`src/rtl/crcf_pkg.sv`:
```
package crcf_pkg;

  localparam int MAX_DIM_DEF = 256;

  localparam int CW   = 9;
  localparam int DW   = 17;
  localparam int SQW  = 31;
  localparam int MW   = 18;
  localparam int CNTW = 17;
  localparam int QDEPTH = 2;
  localparam int QPW  = $clog2(QDEPTH);

  localparam logic REG_FRAME_WIDTH  = 1'b0;
  localparam logic REG_FRAME_HEIGHT = 1'b1;

  typedef enum logic [1:0] {
    REQ_RECT   = 2'd0,
    REQ_CIRCLE = 2'd1,
    REQ_READ   = 2'd2
  } req_type_e;

  typedef enum logic [3:0] {
    B_IDLE,
    B_R2,
    B_DX,
    B_DY,
    B_BASE,
    B_ADDR,
    B_RUN,
    B_READ,
    B_RDOUT,
    B_DONE
  } back_state_e;

  typedef struct packed {
    logic                 is_read;
    logic                 is_circle;
    logic                 empty;
    logic [CW-1:0]        x0;
    logic [CW-1:0]        y0;
    logic [CW-1:0]        x_last;
    logic [CW-1:0]        y_last;
    logic signed [DW-1:0] dx0;
    logic signed [DW-1:0] dy0;
    logic [14:0]          radius;
    logic [31:0]          color;
  } cmd_t;

  typedef struct packed {
    logic full;
    logic empty;
  } q_status_t;

  typedef struct packed {
    logic [31:0]     pixel;
    logic            in_frame;
    logic [CNTW-1:0] pixels_written;
  } res_t;

  // (d+1)^2 - d^2 = 2d+1, sign extended to the square width
  function automatic logic [SQW-1:0] odd_step(logic signed [DW-1:0] d);
    logic signed [DW:0] t;
    t = {d, 1'b1};
    return SQW'(t);
  endfunction

endpackage

```
`src/rtl/crcf_front.sv`:
```
module crcf_front (
  input  logic [1:0]            req_type_i,
  input  logic signed [15:0]    pos_x_i,
  input  logic signed [15:0]    pos_y_i,
  input  logic signed [15:0]    size_w_i,
  input  logic signed [15:0]    size_h_i,
  input  logic [14:0]           radius_i,
  input  logic [7:0]            color_b_i,
  input  logic [7:0]            color_g_i,
  input  logic [7:0]            color_r_i,
  input  logic [7:0]            color_a_i,
  input  logic [crcf_pkg::CW-1:0] fw_i,
  input  logic [crcf_pkg::CW-1:0] fh_i,
  output crcf_pkg::cmd_t        cmd_o
);

  logic signed [17:0] px_s, py_s, r_s, fw_s, fh_s;
  logic signed [17:0] xa, xb, ya, yb;
  logic signed [17:0] x0s, x1s, y0s, y1s, xls, yls;
  logic               box_ok, rd_in;

  assign px_s = 18'(pos_x_i);
  assign py_s = 18'(pos_y_i);
  assign r_s  = $signed({3'b0, radius_i});
  assign fw_s = $signed({9'b0, fw_i});
  assign fh_s = $signed({9'b0, fh_i});

  always_comb begin
    if (req_type_i == crcf_pkg::REQ_CIRCLE) begin
      xa = px_s - r_s;
      xb = px_s + r_s;
      ya = py_s - r_s;
      yb = py_s + r_s;
    end else begin
      xa = px_s;
      xb = px_s + 18'(size_w_i);
      ya = py_s;
      yb = py_s + 18'(size_h_i);
    end
  end

  assign x0s = (xa < 18'sd0) ? 18'sd0 : xa;
  assign y0s = (ya < 18'sd0) ? 18'sd0 : ya;
  assign x1s = (xb < fw_s) ? xb : fw_s;
  assign y1s = (yb < fh_s) ? yb : fh_s;
  assign xls = x1s - 18'sd1;
  assign yls = y1s - 18'sd1;
  assign box_ok = (x0s < x1s) && (y0s < y1s);
  assign rd_in = (px_s >= 18'sd0) && (px_s < fw_s) && (py_s >= 18'sd0) && (py_s < fh_s);

  always_comb begin
    cmd_o.is_read   = 1'b0;
    cmd_o.is_circle = 1'b0;
    cmd_o.empty     = 1'b1;
    cmd_o.x0        = x0s[crcf_pkg::CW-1:0];
    cmd_o.y0        = y0s[crcf_pkg::CW-1:0];
    cmd_o.x_last    = xls[crcf_pkg::CW-1:0];
    cmd_o.y_last    = yls[crcf_pkg::CW-1:0];
    cmd_o.dx0       = crcf_pkg::DW'(x0s - px_s);
    cmd_o.dy0       = crcf_pkg::DW'(y0s - py_s);
    cmd_o.radius    = radius_i;
    cmd_o.color     = {color_a_i, color_r_i, color_g_i, color_b_i};
    unique case (crcf_pkg::req_type_e'(req_type_i))
      crcf_pkg::REQ_RECT: begin
        cmd_o.empty = !box_ok;
      end
      crcf_pkg::REQ_CIRCLE: begin
        cmd_o.is_circle = 1'b1;
        cmd_o.empty     = !box_ok;
      end
      crcf_pkg::REQ_READ: begin
        cmd_o.is_read = 1'b1;
        cmd_o.empty   = !rd_in;
        cmd_o.x0      = px_s[crcf_pkg::CW-1:0];
        cmd_o.y0      = py_s[crcf_pkg::CW-1:0];
      end
      default: begin
        cmd_o.empty = 1'b1;
      end
    endcase
  end

endmodule

```
`config.mk`:
```
export PLATFORM = sky130hd
export DESIGN_NAME = crcf_front
export DESIGN_NICKNAME = d
export VERILOG_FILES = /design/src/rtl/crcf_pkg.sv /design/src/rtl/crcf_front.sv
export SDC_FILE = /design/constraint.sdc
export NUM_CORES = 1
export LEC_CHECK = 0
export ABC_AREA = 1
export ABC_CLOCK_PERIOD_IN_PS = 9300
export CORE_MARGIN = 4
export CORE_UTILIZATION = 40
export DETAILED_ROUTE_END_ITERATION = 12
export DONT_BUFFER_PORTS = 1
export GPL_ROUTABILITY_DRIVEN = 1
export PLACE_DENSITY = 0.59
export SLEW_MARGIN = 20
export SYNTH_ARGS = -nofsm -noshare
export SYNTH_HDL_FRONTEND = slang
export SYNTH_SLANG_ARGS = --single-unit
```
`constraint.sdc`:
```
create_clock -name vclk -period 9.3
set_input_delay 0.93 -clock vclk [all_inputs]
set_output_delay 0.93 -clock vclk [all_outputs]
set_load 0.02 [all_outputs]
```
* Word-level counts from Yosys, hierarchy flattened
Cells that the tools add are included.
Widths: inputs -> output; s select.
** Cells by class
- Reductions and logical operators :: 8
- Equality and inequality tests :: 2
- Magnitude comparators :: 10
- Multiplexer cells :: 12
- Add/subtract/negate cells :: 10
** Operators by type and width (number)
- $mux 18 :: 9
- $add 16x16->17 :: 4
- $lt 18x1->1 const B :: 2
- $lt 18x10->1 :: 2
- $lt 18x18->1 :: 2
- $sub 16x16->17 :: 2
- $sub 17x16->17 :: 2
- $ge 16x1->1 const B :: 2
- $lt 16x10->1 :: 2
- $sub 9x2->9 const B :: 2
- $logic_and 1x1->1 :: 4
- $eq 2x1->1 const B :: 1
- $eq 2x2->1 const B :: 1
- $logic_not 1->1 :: 2
- $logic_not 2->1 :: 1
- $mux 1 :: 2
- $pmux 1 s2 :: 1
- $reduce_or 2->1 :: 1
** Storage, ports and cells
- Output and inout bits :: 120
- Flip-flop bits (word level) :: 0
- Bits of input ports :: 131
- Word-level logic and storage cells :: 42

* Logic depth before layout (Yosys ltp)
- Depth after elaboration :: 8
- Depth in mapped cells :: 42
- Mapped depth without buffers :: 39

* Worst setup path after synthesis
No wires, ideal clock.
- Kind :: input -> output
- Start point :: input port req_type_i[0]
- End point :: output port cmd_o[98] (netlist bit)
- Setup slack :: 2290 ps
- Data required time :: 8370 ps
- Arrival :: 6080 ps
- Stages on the path :: 35
- Path buffers :: 4
- Cells stage by stage :: inv_1 nor2_4 buf_2 clkbuf_1 clkbuf_1 nand2_1 o21ai_0 inv_1 ha_1 nand3_1 nand2_1 a21oi_1 o21bai_1 xor2_1 inv_1 ha_1 a21oi_1 o221ai_1 nand3_1 nand2_1 nand2_1 o21ai_0 nor4_1 nand4_1 ha_1 inv_1 clkbuf_1 nand2_1 o21ai_0 ha_1 inv_1 nor2_1 nand3_1 nand3b_1 xnor2_1
** RTL lines
- start: declaration :: RTL line crcf_front.sv:2 : input logic [1:0] req_type_i,
- end: declaration :: RTL line crcf_front.sv:14 : output crcf_pkg::cmd_t cmd_o

==> summary.txt <==
status = completed
GRT overflow = 0
distinct cell type count after synthesis = 52
endpoints failing setup = 0
register area share after synthesis = 0
static leakage = 4.17 nW
Worst setup SP type = primary input
GPL Wtd Cong = 0.899
delay-heaviest family, CP = simple AND/OR/NAND/NOR gates
stages on the worst setup path = 30
ratio of cells with drive above 1 in the final layout = 0.0373
Required @ worst endpoint = 8.37 ns
Crit. End Element = output pin
pre-CTS setup slack = 1.56 ns
input/output buffers = 0
GRT Util Overall = 0.220
vias in the first global route = 7245
postcts setup bufs = 0
hold endpoint = cmd_o[18]
Synth top area share = 0.251
Max VDD drop = 0.0000310 V
die height = 148 um
Layout Area Growth over Synthesis = -0.948%
drt drc = 0
clkbuf count = 0
Setup WS post-layout = 1.48 ns
max-capacitance violation count = 0
Mapped Nets = 1589
CP Buf/Inv Count = 4
Slowest Stage Delay on Critical Path = 0.52 ns
DIE AREA = 0.0218 mm^2
first-pass GRT wire length = 39.6 mm
Cell Pwr Density = 95.3 mW/mm^2
fin nets = 1529
largest net degree at the start of global routing = 32
commonest non-fill, non-tap cell in the layout = nand2_1
post-DP HPWL = 22.2 mm
critical path's most frequent cell = nand2_1
core box area = 0.0190 mm^2
Slew Limit Headroom = 0.313
vias = 7879
Yosys top cell by area = ha_1
multi-input logic area = 0.00648 mm^2
Vias/cell = 5.27
I/O Pins = 251
Reg area = 0 um^2
final WL = 25.2 mm
Pins Over Slew Limit = 0
crit path time final = 7.82 ns
Hold WC Path Type = primary input to output pin
RSZ-0062 raised after global routing = no
post-CTS resize count = 0
DR WL/cell = 16.8 um
largest cells by area after synthesis = ha_1 25%, nand2_1 13%, inv_1 11%
worst slew pin tran = 1.03 ns
setup TNS = 0 ns
Yosys warning count = 0
hold_sp = color_r_i[2]
Post-Syn Instances = 1296
cts hold-fix bufs = 0
drt first pass iters = 5
most frequent cells in the layout = 275 x nand2_1, 232 x inv_1, 156 x ha_1
antenna violations before repair = 5
Post-Syn Area = 0.00779 mm^2
Detailed Route Iter0 Violations = 511
Worst path slowest cell = nor2_4
seq_cells = 0
fmax = 0.128 GHz
Row Count = 50
final hold vios = 0
Data arrival, critical path = 6.89 ns
worst-path maximum fanout = 31
initial core utilization = 0.411
Routed Antenna Nets = 0
critical path class = primary input to output pin
average size of a mapped cell = 6.01 um^2
period utilisation layout = 0.840
die width = 148 um
FILL cells = 2123
Hold Crit Depth = 0
[per-layer routing]
layer | up-vias | global-route usage | part of all wire | wire length (um)
met5 | - | 0 | 0.0025 | 62
li1 | 4127 | - | - | -
met2 | 232 | 0.354 | 0.43 | 10800
met1 | 3477 | 0.312 | 0.48 | 12000
met4 | 8 | 0.0270 | 0.015 | 373
met3 | 35 | 0.0426 | 0.074 | 1870
[cell type report]
cell class         instances  area share
multi-input cells        997       0.840
diodes                     1    0.000324
well taps                260      0.0422
inverters                234       0.114
repair buffers             3     0.00292
[logic make-up (layout without fill, tap and decap cells)]
logic type	count (synthesis)	count (layout)	synth area share
compound gates	316	316	0.235
xor+xnor	79	79	0.0888
buf+inv	299	237	0.168
fa+ha+maj	162	162	0.266
simple gates	440	440	0.242
other cells	0	1	0
[metrics by stage]
step	cell area (um^2)	hold slack [ns]	instances	utilization	power, mW
2_1_floorplan	7790	1.97	1296	-	0.622
3_3_place_gp	7710	1.86	1494	0.407	0.727
3_5_place_dp	7710	1.86	1494	0.407	0.732
4_1_cts	7710	1.86	1494	0.407	0.736
5_1_grt	7710	1.86	1494	0.407	0.827
6_report	7720	1.86	1495	0.407	0.736
[synth_stat cells (10+ instances only)]
cell        n
o21bai_1   15
o21ai_1    11
nor2_1     65
o21ai_0    90
inv_1     232
buf_4      47
nand2_1   275
a21oi_1   131
xnor2_1    30
clkbuf_1   13
xor2_1     49
ha_1      156
nand3_1    37
nor3_1     14
nand4_1    14
or2_2      10
[where the power goes]
group / internal, mW / leakage [nW] / switching [mW] / total, mW
combinational: 0.239 / 4.17 / 0.496 / 0.736
clock: 0.0000000144 / 0.00000634 / 0 / 0.0000000144
sequential: 0 / 0 / 0 / 0
total: 0.239 / 4.17 / 0.496 / 0.736
[worst max path at each step]
stage,from,to,slack (ns)
after CTS,req_type_i[0],cmd_o[117],1.55
after detailed placement,req_type_i[0],cmd_o[117],1.56
final,req_type_i[0],cmd_o[117],1.48
after global placement,req_type_i[0],cmd_o[117],1.54
after global routing,req_type_i[0],cmd_o[117],0.75
after floorplan,req_type_i[0],cmd_o[98],2.29
Note: power is estimated with default switching activity, not from simulation.
