File: config.mk
export PLATFORM = sky130hd
export DESIGN_NAME = crcf_queue
export DESIGN_NICKNAME = d
export VERILOG_FILES = /design/src/rtl/crcf_pkg.sv /design/src/rtl/crcf_queue.sv
export SDC_FILE = /design/constraint.sdc
export NUM_CORES = 1
export LEC_CHECK = 0
export ABC_AREA = 1
export BUFFER_PORTS_ARGS = -buffer_cell sky130_fd_sc_hd__buf_2
export CAP_MARGIN = 20
export CORE_ASPECT_RATIO = 0.75
export CORE_MARGIN = 5
export CORE_UTILIZATION = 47
export DETAILED_ROUTE_END_ITERATION = 7
export PLACE_DENSITY_LB_ADDON = 0.08
export SYNTH_ARGS = -nofsm -noshare
export SYNTH_HDL_FRONTEND = slang
export SYNTH_SLANG_ARGS = --single-unit
export TNS_END_PERCENT = 1
File: constraint.sdc
create_clock -name clk_i -period 6.7 [get_ports clk_i]
set_clock_uncertainty 0.05 [all_clocks]
set_input_delay 0.67 -clock clk_i [delete_from_list [all_inputs] [get_ports clk_i]]
set_output_delay 0.67 -clock clk_i [all_outputs]
set_load 0.05 [all_outputs]
File: src/rtl/crcf_pkg.sv
package crcf_pkg;

  localparam int MAX_DIM_DEF = 256;

  localparam int CW   = 9;
  localparam int DW   = 17;
  localparam int SQW  = 31;
  localparam int MW   = 18;
  localparam int CNTW = 17;
  localparam int QDEPTH = 2;
  localparam int QPW  = $clog2(QDEPTH);

  localparam logic REG_FRAME_WIDTH  = 1'b0;
  localparam logic REG_FRAME_HEIGHT = 1'b1;

  typedef enum logic [1:0] {
    REQ_RECT   = 2'd0,
    REQ_CIRCLE = 2'd1,
    REQ_READ   = 2'd2
  } req_type_e;

  typedef enum logic [3:0] {
    B_IDLE,
    B_R2,
    B_DX,
    B_DY,
    B_BASE,
    B_ADDR,
    B_RUN,
    B_READ,
    B_RDOUT,
    B_DONE
  } back_state_e;

  typedef struct packed {
    logic                 is_read;
    logic                 is_circle;
    logic                 empty;
    logic [CW-1:0]        x0;
    logic [CW-1:0]        y0;
    logic [CW-1:0]        x_last;
    logic [CW-1:0]        y_last;
    logic signed [DW-1:0] dx0;
    logic signed [DW-1:0] dy0;
    logic [14:0]          radius;
    logic [31:0]          color;
  } cmd_t;

  typedef struct packed {
    logic full;
    logic empty;
  } q_status_t;

  typedef struct packed {
    logic [31:0]     pixel;
    logic            in_frame;
    logic [CNTW-1:0] pixels_written;
  } res_t;

  // (d+1)^2 - d^2 = 2d+1, sign extended to the square width
  function automatic logic [SQW-1:0] odd_step(logic signed [DW-1:0] d);
    logic signed [DW:0] t;
    t = {d, 1'b1};
    return SQW'(t);
  endfunction

endpackage

File: src/rtl/crcf_queue.sv
module crcf_queue (
  input  logic                 clk_i,
  input  logic                 rst_ni,
  input  logic                 push_i,
  input  crcf_pkg::cmd_t       data_i,
  input  logic                 pop_i,
  output crcf_pkg::q_status_t  status_o,
  output crcf_pkg::cmd_t       data_o
);

  localparam int QCW = $clog2(crcf_pkg::QDEPTH + 1);

  crcf_pkg::cmd_t               ent_q [crcf_pkg::QDEPTH];
  logic [crcf_pkg::QPW-1:0]     wr_q, rd_q;
  logic [QCW-1:0]               cnt_q;
  logic                         do_push, do_pop;

  assign status_o.full  = (cnt_q == QCW'(crcf_pkg::QDEPTH));
  assign status_o.empty = (cnt_q == '0);
  assign do_push = push_i && !status_o.full;
  assign do_pop  = pop_i && !status_o.empty;
  assign data_o  = ent_q[rd_q];

  always_ff @(posedge clk_i) begin
    if (do_push) ent_q[wr_q] <= data_i;
  end

  always_ff @(posedge clk_i or negedge rst_ni) begin
    if (!rst_ni) begin
      wr_q  <= '0;
      rd_q  <= '0;
      cnt_q <= '0;
    end else begin
      if (do_push) begin
        wr_q <= (32'(wr_q) == crcf_pkg::QDEPTH - 1) ? '0 : wr_q + 1'b1;
      end
      if (do_pop) begin
        rd_q <= (32'(rd_q) == crcf_pkg::QDEPTH - 1) ? '0 : rd_q + 1'b1;
      end
      unique case ({do_push, do_pop})
        2'b10:   cnt_q <= cnt_q + 1'b1;
        2'b01:   cnt_q <= cnt_q - 1'b1;
        default: cnt_q <= cnt_q;
      endcase
    end
  end

endmodule

Yosys cells after proc, flatten, opt, wreduce, memory -nomap -nowiden
Memories as Yosys holds them, arrays and structs flattened.
Cells that the tools add are included.
{ "word_totals": {"regBits": 4, "mem_bits_rw": 240, "input_bits": 124, "output_inout_bits": 122, "wordCells": 22, "n_memories": 1} }
{ "op_classes": {"add_sub_neg": 4, "eq_ne": 3, "mux": 5, "reduce_logical": 6} }
{ "mem_list": {"columns": ["memory", "depth", "word_bits", "rd", "rd_clocked_by_memory_dff", "write_ports", "line", "rtl"], "rows": [
  ["ent_q", 2, 120, 1, 0, 1, "crcf_queue.sv:13", "crcf_pkg::cmd_t ent_q [crcf_pkg::QDEPTH];"]
]} }
{ "op_table": {"columns": ["cell", "count"], "rows": [
  ["2-bit equality test (second input constant)", 2],
  ["1-bit 2-to-1 mux", 4],
  ["2-bit one-hot mux with 2 select lines", 1],
  ["1-bit adder (second input constant)", 2],
  ["2-bit by 1-bit adder with 2-bit output (second input constant)", 1],
  ["2-bit by 1-bit equality test with 1-bit output (second input constant)", 1],
  ["1-bit logical AND", 2],
  ["1-bit zero test", 2],
  ["2-bit zero test", 1],
  ["2-bit nonzero test", 1],
  ["2-bit by 1-bit subtractor with 2-bit output (second input constant)", 1]
]} }

Logic depth before layout (Yosys ltp)
Gate-level depths: netlist of the first run.
{ "depth": {"ltp_word": 5, "depth_mapped": 10, "ltp_nobuf": 10} }

Least setup slack after synthesis of the first run
OpenSTA, ideal clock, no wires.
{ "synth_timing": {"path_type": "input -> register", "start": "in push_i", "end": "mem ent_q[1][0] (netlist name), enable pin", "setup_time_ns": 0.601, "arrival_ns": 5.802, "required_time_ns": 6.049, "setup_slack_ns": 0.247, "path_stages": 2, "n_path_buf": 0, "cell_sequence": "o21ai_0 > nor2_1"} }
{ "synth_via": {"elab_chain_len": 3} }
{ "synth_rtl": {"columns": ["item", "line", "rtl"], "rows": [
  ["start: declaration", "crcf_queue.sv:4", "input logic push_i,"],
  ["1-bit logical AND", "crcf_queue.sv:20", "assign do_push = push_i && !status_o.full;"],
  ["1-bit 2-to-1 mux", "crcf_queue.sv:25", "if (do_push) ent_q[wr_q] <= data_i;"],
  ["1-bit 2-to-1 mux (not written as such)", "crcf_queue.sv:25", null],
  ["end: declaration", "crcf_queue.sv:13", null]
]} }
No other way between the ends.

==> flow_summary.json, run 1 <==
{
  "cts_root_buffer": "clkbuf_16",
  "die-area_sq_um": 22040,
  "htree_levels": 1,
  "synthCells": 660,
  "cts_sinks": 244,
  "drt-total-wl_mm": 19.19,
  "grt_pass1_wl_mm": 29.12,
  "busiest_layer": "met2",
  "viasPerCell": 4.727,
  "relSlewSlack_pct": 38.26,
  "path_buf_inv": 3,
  "tritoncts.num_buffers": 24,
  "required_ns": 5.98,
  "chipHeight_microns": 129.8,
  "setup_viol": 0,
  "post_cts_buffers": 0,
  "synth_area_leader_cell": "edfxtp_1",
  "place.gp.congestion": 0.7520,
  "filler_cell_count": 1517,
  "synth_seq_cells": 244,
  "critPathMaxStageDelay_ns": 0.67,
  "dr.first_iter.drc_count": 427,
  "grt-ovfl-total": 0,
  "first_pass_iters": 4,
  "cpMaxStageDelayCell": "dfrtp_4",
  "end_kind": "output port",
  "max_freq_mhz": 268.6,
  "cp_common_cell": "nand2_1",
  "hold_viol_final": 0,
  "cts_tree": "built",
  "ys_types": 14,
  "final-seq-area_sq_um": 7311,
  "multi_input_area_sq_um": 1451,
  "area_delta_synth_final_pct": 23.54,
  "grt_usage_pct": 16.78,
  "async_flop_share_pct": 1.639,
  "placementRows": 43,
  "critPathKind": "reg2out",
  "yosysWarnings": 0,
  "rsz0062_at_grt": "no",
  "fin_setup_tns_ns": 0,
  "grt_use_met2_pct": 27.39,
  "hold_class": "in2reg",
  "syn-num-nets": 785,
  "cts_resized": 0,
  "clockBufferDepth": 3,
  "fin_area_sq_um": 11120,
  "outcome": "finished, final reports clean",
  "syn-cell-area_sq_um": 9000,
  "grt_max_degree": 83,
  "crit_family": "buffers and inverters",
  "diodes": 0,
  "critical_path_arrival_ns": 3.00,
  "drive_gt1_share_pct": 30.82,
  "coreArea_sq_um": 18670,
  "synth_top_flop_cell": "edfxtp_1",
  "dpl_cell_area_sq_um": 10380,
  "synth_top_area_share_pct": 80.08,
  "period_share_pct": 55.57,
  "vias": 5554,
  "start_util_pct": 48.21,
  "chipWidth_microns": 169.8,
  "grtUsageMet1_pct": 22.71,
  "critical_path.cell_chain": "inv_4 > buf_4 > nand2_1 > nand2_1 > buf_2",
  "final_max_slew_viol_count": 0,
  "worst-slew-pin-transition_ns": 0.9261,
  "finalNetCount": 1035,
  "dpl.hpwl_mm": 12.21,
  "io_buffers": 245,
  "cap_violations": 0,
  "drc_errors": 0,
  "synth_edf_count": 240,
  "io_pins": 246,
  "synth_most_common_cell": "nand2_1",
  "wl_per_cell_microns": 16.33,
  "critPathLaunchType": "flip-flop",
  "period_needed_ns": 3.723,
  "antenna_found_initial": 2,
  "drtAntennaViolNets": 0,
  "layoutNonFillerInstCount": 1175,
  "ys_top_cells_by_count": "370 x nand2_1, 240 x edfxtp_1, 14 x buf_2",
  "clk_pin_slew_ns": 0.06,
  "dp_cells": 1130,
  "cp_max_fo": 62,
  "holdBufCountCts": 1,
  "ys_top_cells_by_area": "edfxtp_1 80%, nand2_1 15%, buf_6 1.4%",
  "grt_pass1_vias": 5403,
  "use_met3_pct": 5.027,
  "clock_latency_ns": 0.49,
  "ys_seq_area_share_pct": 81.19,
  "avgSynthCellArea_sq_um": 13.64
}
logic make-up (layout without fill, tap and decap cells):
logic type	after synthesis	after routing	share of synthesized area [%]
simple gates	376	376	15.75
flops	244	244	81.19
buf+inv	37	305	2.767
fa+ha+maj	1	1	0.1390
compound gates	1	1	0.05556
xor+xnor	1	1	0.09733
cells in the final DEF (no fill, tap or decap):
master / instances
buf_2: 245
buf_4: 5
bufinv_16: 1
clkbuf_1: 7
clkbuf_16: 25
clkinv_1: 5
clkinv_2: 6
dfrtp_1: 3
dfrtp_4: 1
dlygate4sd3_1: 1
edfxtp_1: 240
ha_1: 1
inv_1: 8
inv_4: 2
nand2_1: 370
nand3_1: 3
nand4_1: 1
nor2_1: 1
nor2_4: 1
o21ai_0: 1
xnor2_1: 1
metrics by stage:
step | hold WS [ns] | utilization, % | setup WS (ns)
2_1_floorplan | 0.3244 | - | 0.2474
3_3_place_gp | 0.4050 | 55.59 | 3.504
3_5_place_dp | 0.4342 | 55.59 | 3.497
4_1_cts | 0.2766 | 59.55 | 2.935
5_1_grt | 0.2782 | 59.55 | 2.775
6_report | 0.3006 | 59.55 | 2.977
worst paths after layout:
| path | cells after the start | slack, ns | endpoint | start |
|---|---|---|---|---|
| setup / recovery | 5 | 2.98 | data_o[118] | rd_q |
| hold / removal | 1 | 0.30 | ent_q[0][112] | data_i[112] |
| setup reg to reg | 5 | 3.86 | ent_q[1][16] | cnt_q[1] |
| hold reg to reg | 2 | 0.48 | cnt_q[1] | cnt_q[1] |
| max in group asynchronous | 2 | 6.01 | rd_q | rst_ni |
| min in group asynchronous | 2 | 0.46 | cnt_q[1] | rst_ni |
flip-flops by register name, summed over array words and instances, names as in the netlist:
signal	flops
rd_q	1
wr_q	1
cnt_q	2
ent_q	240
layout make-up:
class | count | area share (%)
Timing Repair Buffer | 251 | 11.46
Clock inverter | 12 | 0.7090
Multi-Input combinational cell | 379 | 13.05
Sequential cell | 244 | 65.75
Clock buffer | 32 | 5.863
Tap cell | 247 | 2.780
Inverter | 10 | 0.3826
layer usage:
layer | routed length (microns) | up-vias
met4 | 296 | 4
met1 | 8258 | 2614
met3 | 1613 | 28
met2 | 8995 | 182
met5 | 27 | -
li1 | - | 2726
Power of run 1 is left out: the tool's default activity adds up to more than one toggle a clock period on the data nets, which glitch-free logic cannot reach.
==> run 2: changes to the inputs <==
ABC_AREA = 0   (was 1)
CORE_UTILIZATION = 52   (was 47)
clock period = 3.5 ns   (was 6.7 ns; I/O delays follow)
==> run 2 against run 1 <==
  * Design area increased by 11%
  * Highest routed layer unchanged
  * Sequential cell count unchanged
  * Worst hold slack got worse by 0.27 ns
  * Non-clock buffer count increased by 120
  * Register-to-register slack got worse by 2.4 ns
  * Area after synthesis decreased by 1.4%
==> flow_summary.json, run 2 <==
{
  "synth_seq_cells": 244,
  "dpl_cell_area_sq_um": 10330,
  "ir_drop_mv": 0.6538,
  "yosysWarnings": 0,
  "crit_family": "flip-flops",
  "viasPerCell": 4.930,
  "cts_resized": 0,
  "final_max_slew_viol_count": 0,
  "cts_sinks": 244,
  "layoutNonFillerInstCount": 1006,
  "grt_usage_pct": 18.52,
  "required_ns": 3.10,
  "syn-cell-area_sq_um": 8876,
  "io_buffers": 245,
  "post_cts_buffers": 0,
  "drive_gt1_share_pct": 51.96,
  "reg2reg_depth": 4,
  "vias": 4960,
  "largest_register": "ent_q",
  "cap_violations": 0,
  "grt-ovfl-total": 0,
  "synth_area_leader_cell": "edfxtp_1",
  "r2r-end": "ent_q[0][113]",
  "cts_root_buffer": "clkbuf_16",
  "ys_top_cells_by_count": "240 x edfxtp_1, 120 x mux2_2, 9 x buf_6",
  "drtAntennaViolNets": 0,
  "async_flop_share_pct": 1.639,
  "hold_start": "data_i[82]",
  "coreArea_sq_um": 16770,
  "ys_types": 15,
  "cts_tree": "built",
  "holdBufCountCts": 120,
  "final_cell_mix": "245 x buf_2, 240 x edfxtp_1, 120 x mux2_2, 120 x dlygate4sd3_1, 23 x clkbuf_16",
  "diodes": 0,
  "setup_viol": 0,
  "grt_pass1_wl_mm": 28.80,
  "tritoncts.num_buffers": 23,
  "drc_errors": 0,
  "ys_top_cells_by_area": "edfxtp_1 81%, mux2_2 15%, buf_6 1.1%",
  "cp_max_fo": 69,
  "place_ws_ns": 1.426,
  "path_buf_inv": 2,
  "clk_pin_slew_ns": 0.06,
  "placementRows": 41,
  "clockBufferDepth": 3,
  "max_freq_mhz": 385.4,
  "htree_levels": 1,
  "period_needed_ns": 2.595,
  "die-area_sq_um": 19810,
  "rsz0062_at_grt": "no",
  "hold_viol_final": 0,
  "clock_latency_ns": 0.50,
  "dpl.hpwl_mm": 11.61,
  "hold_class": "in2reg",
  "dp_cells": 844,
  "synthCells": 391,
  "power_density_nw_per_um2": 933.8,
  "start_util_pct": 52.91,
  "reg.largest.list": "ent_q x240, cnt_q x2",
  "grt_pass1_vias": 5428,
  "layout_commonest_cell": "buf_2",
  "fin_area_sq_um": 12330,
  "critical_path_arrival_ns": 2.19,
  "place.gp.congestion": 0.7423,
  "period_share_pct": 74.13,
  "synth_edf_count": 240,
  "synth_top_area_share_pct": 81.20,
  "critPathKind": "reg2out",
  "syn-num-nets": 516,
  "dr.first_iter.drc_count": 269,
  "synth_most_common_cell": "edfxtp_1",
  "worst-r2r-setup-slack_ns": 1.50,
  "finalNetCount": 899,
  "fin_ws_ns": 0.9054,
  "worst-slew-pin-transition_ns": 0.8822,
  "first_pass_iters": 7,
  "outcome": "finished, final reports clean",
  "drt-total-wl_mm": 18.80,
  "antenna_found_initial": 1,
  "area_delta_synth_final_pct": 38.92,
  "io_pins": 246,
  "largest_reg_flops": 240,
  "critical_path.cell_chain": "buf_12 > mux2_2 > buf_2",
  "chipHeight_microns": 123.1,
  "chipWidth_microns": 160.9,
  "ys_seq_area_share_pct": 82.32,
  "avgSynthCellArea_sq_um": 22.70,
  "whs_path_depth": 1,
  "wl_per_cell_microns": 18.68,
  "synth_top_flop_cell": "edfxtp_1",
  "leakage_nw": 4.695,
  "relSlewSlack_pct": 41.19,
  "finish.utilization_pct": 73.51,
  "rr_startpoint": "cnt_q[0]",
  "min_to": "ent_q[0][82]",
  "critPathMaxStageDelay_ns": 0.61,
  "cpMaxStageDelayCell": "dfrtp_4",
  "grt_max_degree": 70,
  "critPathLaunchType": "flip-flop",
  "end_kind": "output port"
}
## run 2: cell types whose count changed in the layout (fill, tap and decap cells not counted), sizes merged, moves of 2 or more
cell,change
dlygate4sd3,+119
nand2,-369
clkbuf,-9
bufinv,+4
nand3,-3
xor2,+2
inv,-8
mux2,+120
xnor2,+2
## run 2: worst reg2reg max path, delay by kind of cell (launching register included)
kind	cells	cell delay (ns)
DFF	1	0.41
buffers and inverters	1	0.67
and+or+nand+nor	3	0.43
## run 2: area by class of cell
class,instances,area (sq um)
sequential,244,7311
fill,1054,4444
timing repair buffer,371,2497
multi-input combinational,133,1454
clock buffer,23,575.6
tap,215,269.0
clock inverter,19,220.2
inverter,1,3.754
## run 2: kinds of logic after synthesis
logic type | count (synthesis) | synth area share [%]
buf+inv | 14 | 1.438
flops | 244 | 82.32
simple gates | 7 | 0.3807
mux | 120 | 15.22
xor+xnor | 5 | 0.4935
fa+ha+maj | 1 | 0.1409
## run 2: how the worst max path moves through the flow
stage                     slack, ns  depth (start not counted)           to      from
after floorplan               -0.40                          2  ent_q[1][0]  cnt_q[0]
after global placement         1.44                          3   data_o[85]      rd_q
after detailed placement       1.43                          3   data_o[38]      rd_q
after CTS                      0.88                          3   data_o[38]      rd_q
after global routing           0.81                          3   data_o[88]      rd_q
final                          0.91                          3   data_o[85]      rd_q
## run 2: layer usage
layer,track usage [%],up-vias,routed length [microns]
met4,4.742,2,334
met1,23.67,2422,7696
met5,0,-,7
met3,5.165,30,1462
li1,-,2321,-
met2,31.93,185,9295
## run 2: stage by stage
stage / total power [mW] / hold slack (ns) / setup TNS [ns]
finish: 11.51 / 0.03246 / 0
CTS: 11.61 / 0.006679 / 0
detailed placement: 8.908 / 0.1159 / 0
global route: 11.98 / 0.01036 / 0
global placement: 8.842 / 0.1092 / 0
floorplan: 7.970 / 0.004409 / -47.66
## run 2: report_power, final
part | total, mW | internal [mW] | leakage, nW | switching (mW)
registers | 4.20 | 4.00 | 2.28 | 0.202
clock network | 2.58 | 1.57 | 0.394 | 1.01
logic | 4.73 | 1.31 | 2.03 | 3.42
total | 11.5 | 6.88 | 4.69 | 4.64
(Power assumes the default switching activity.)
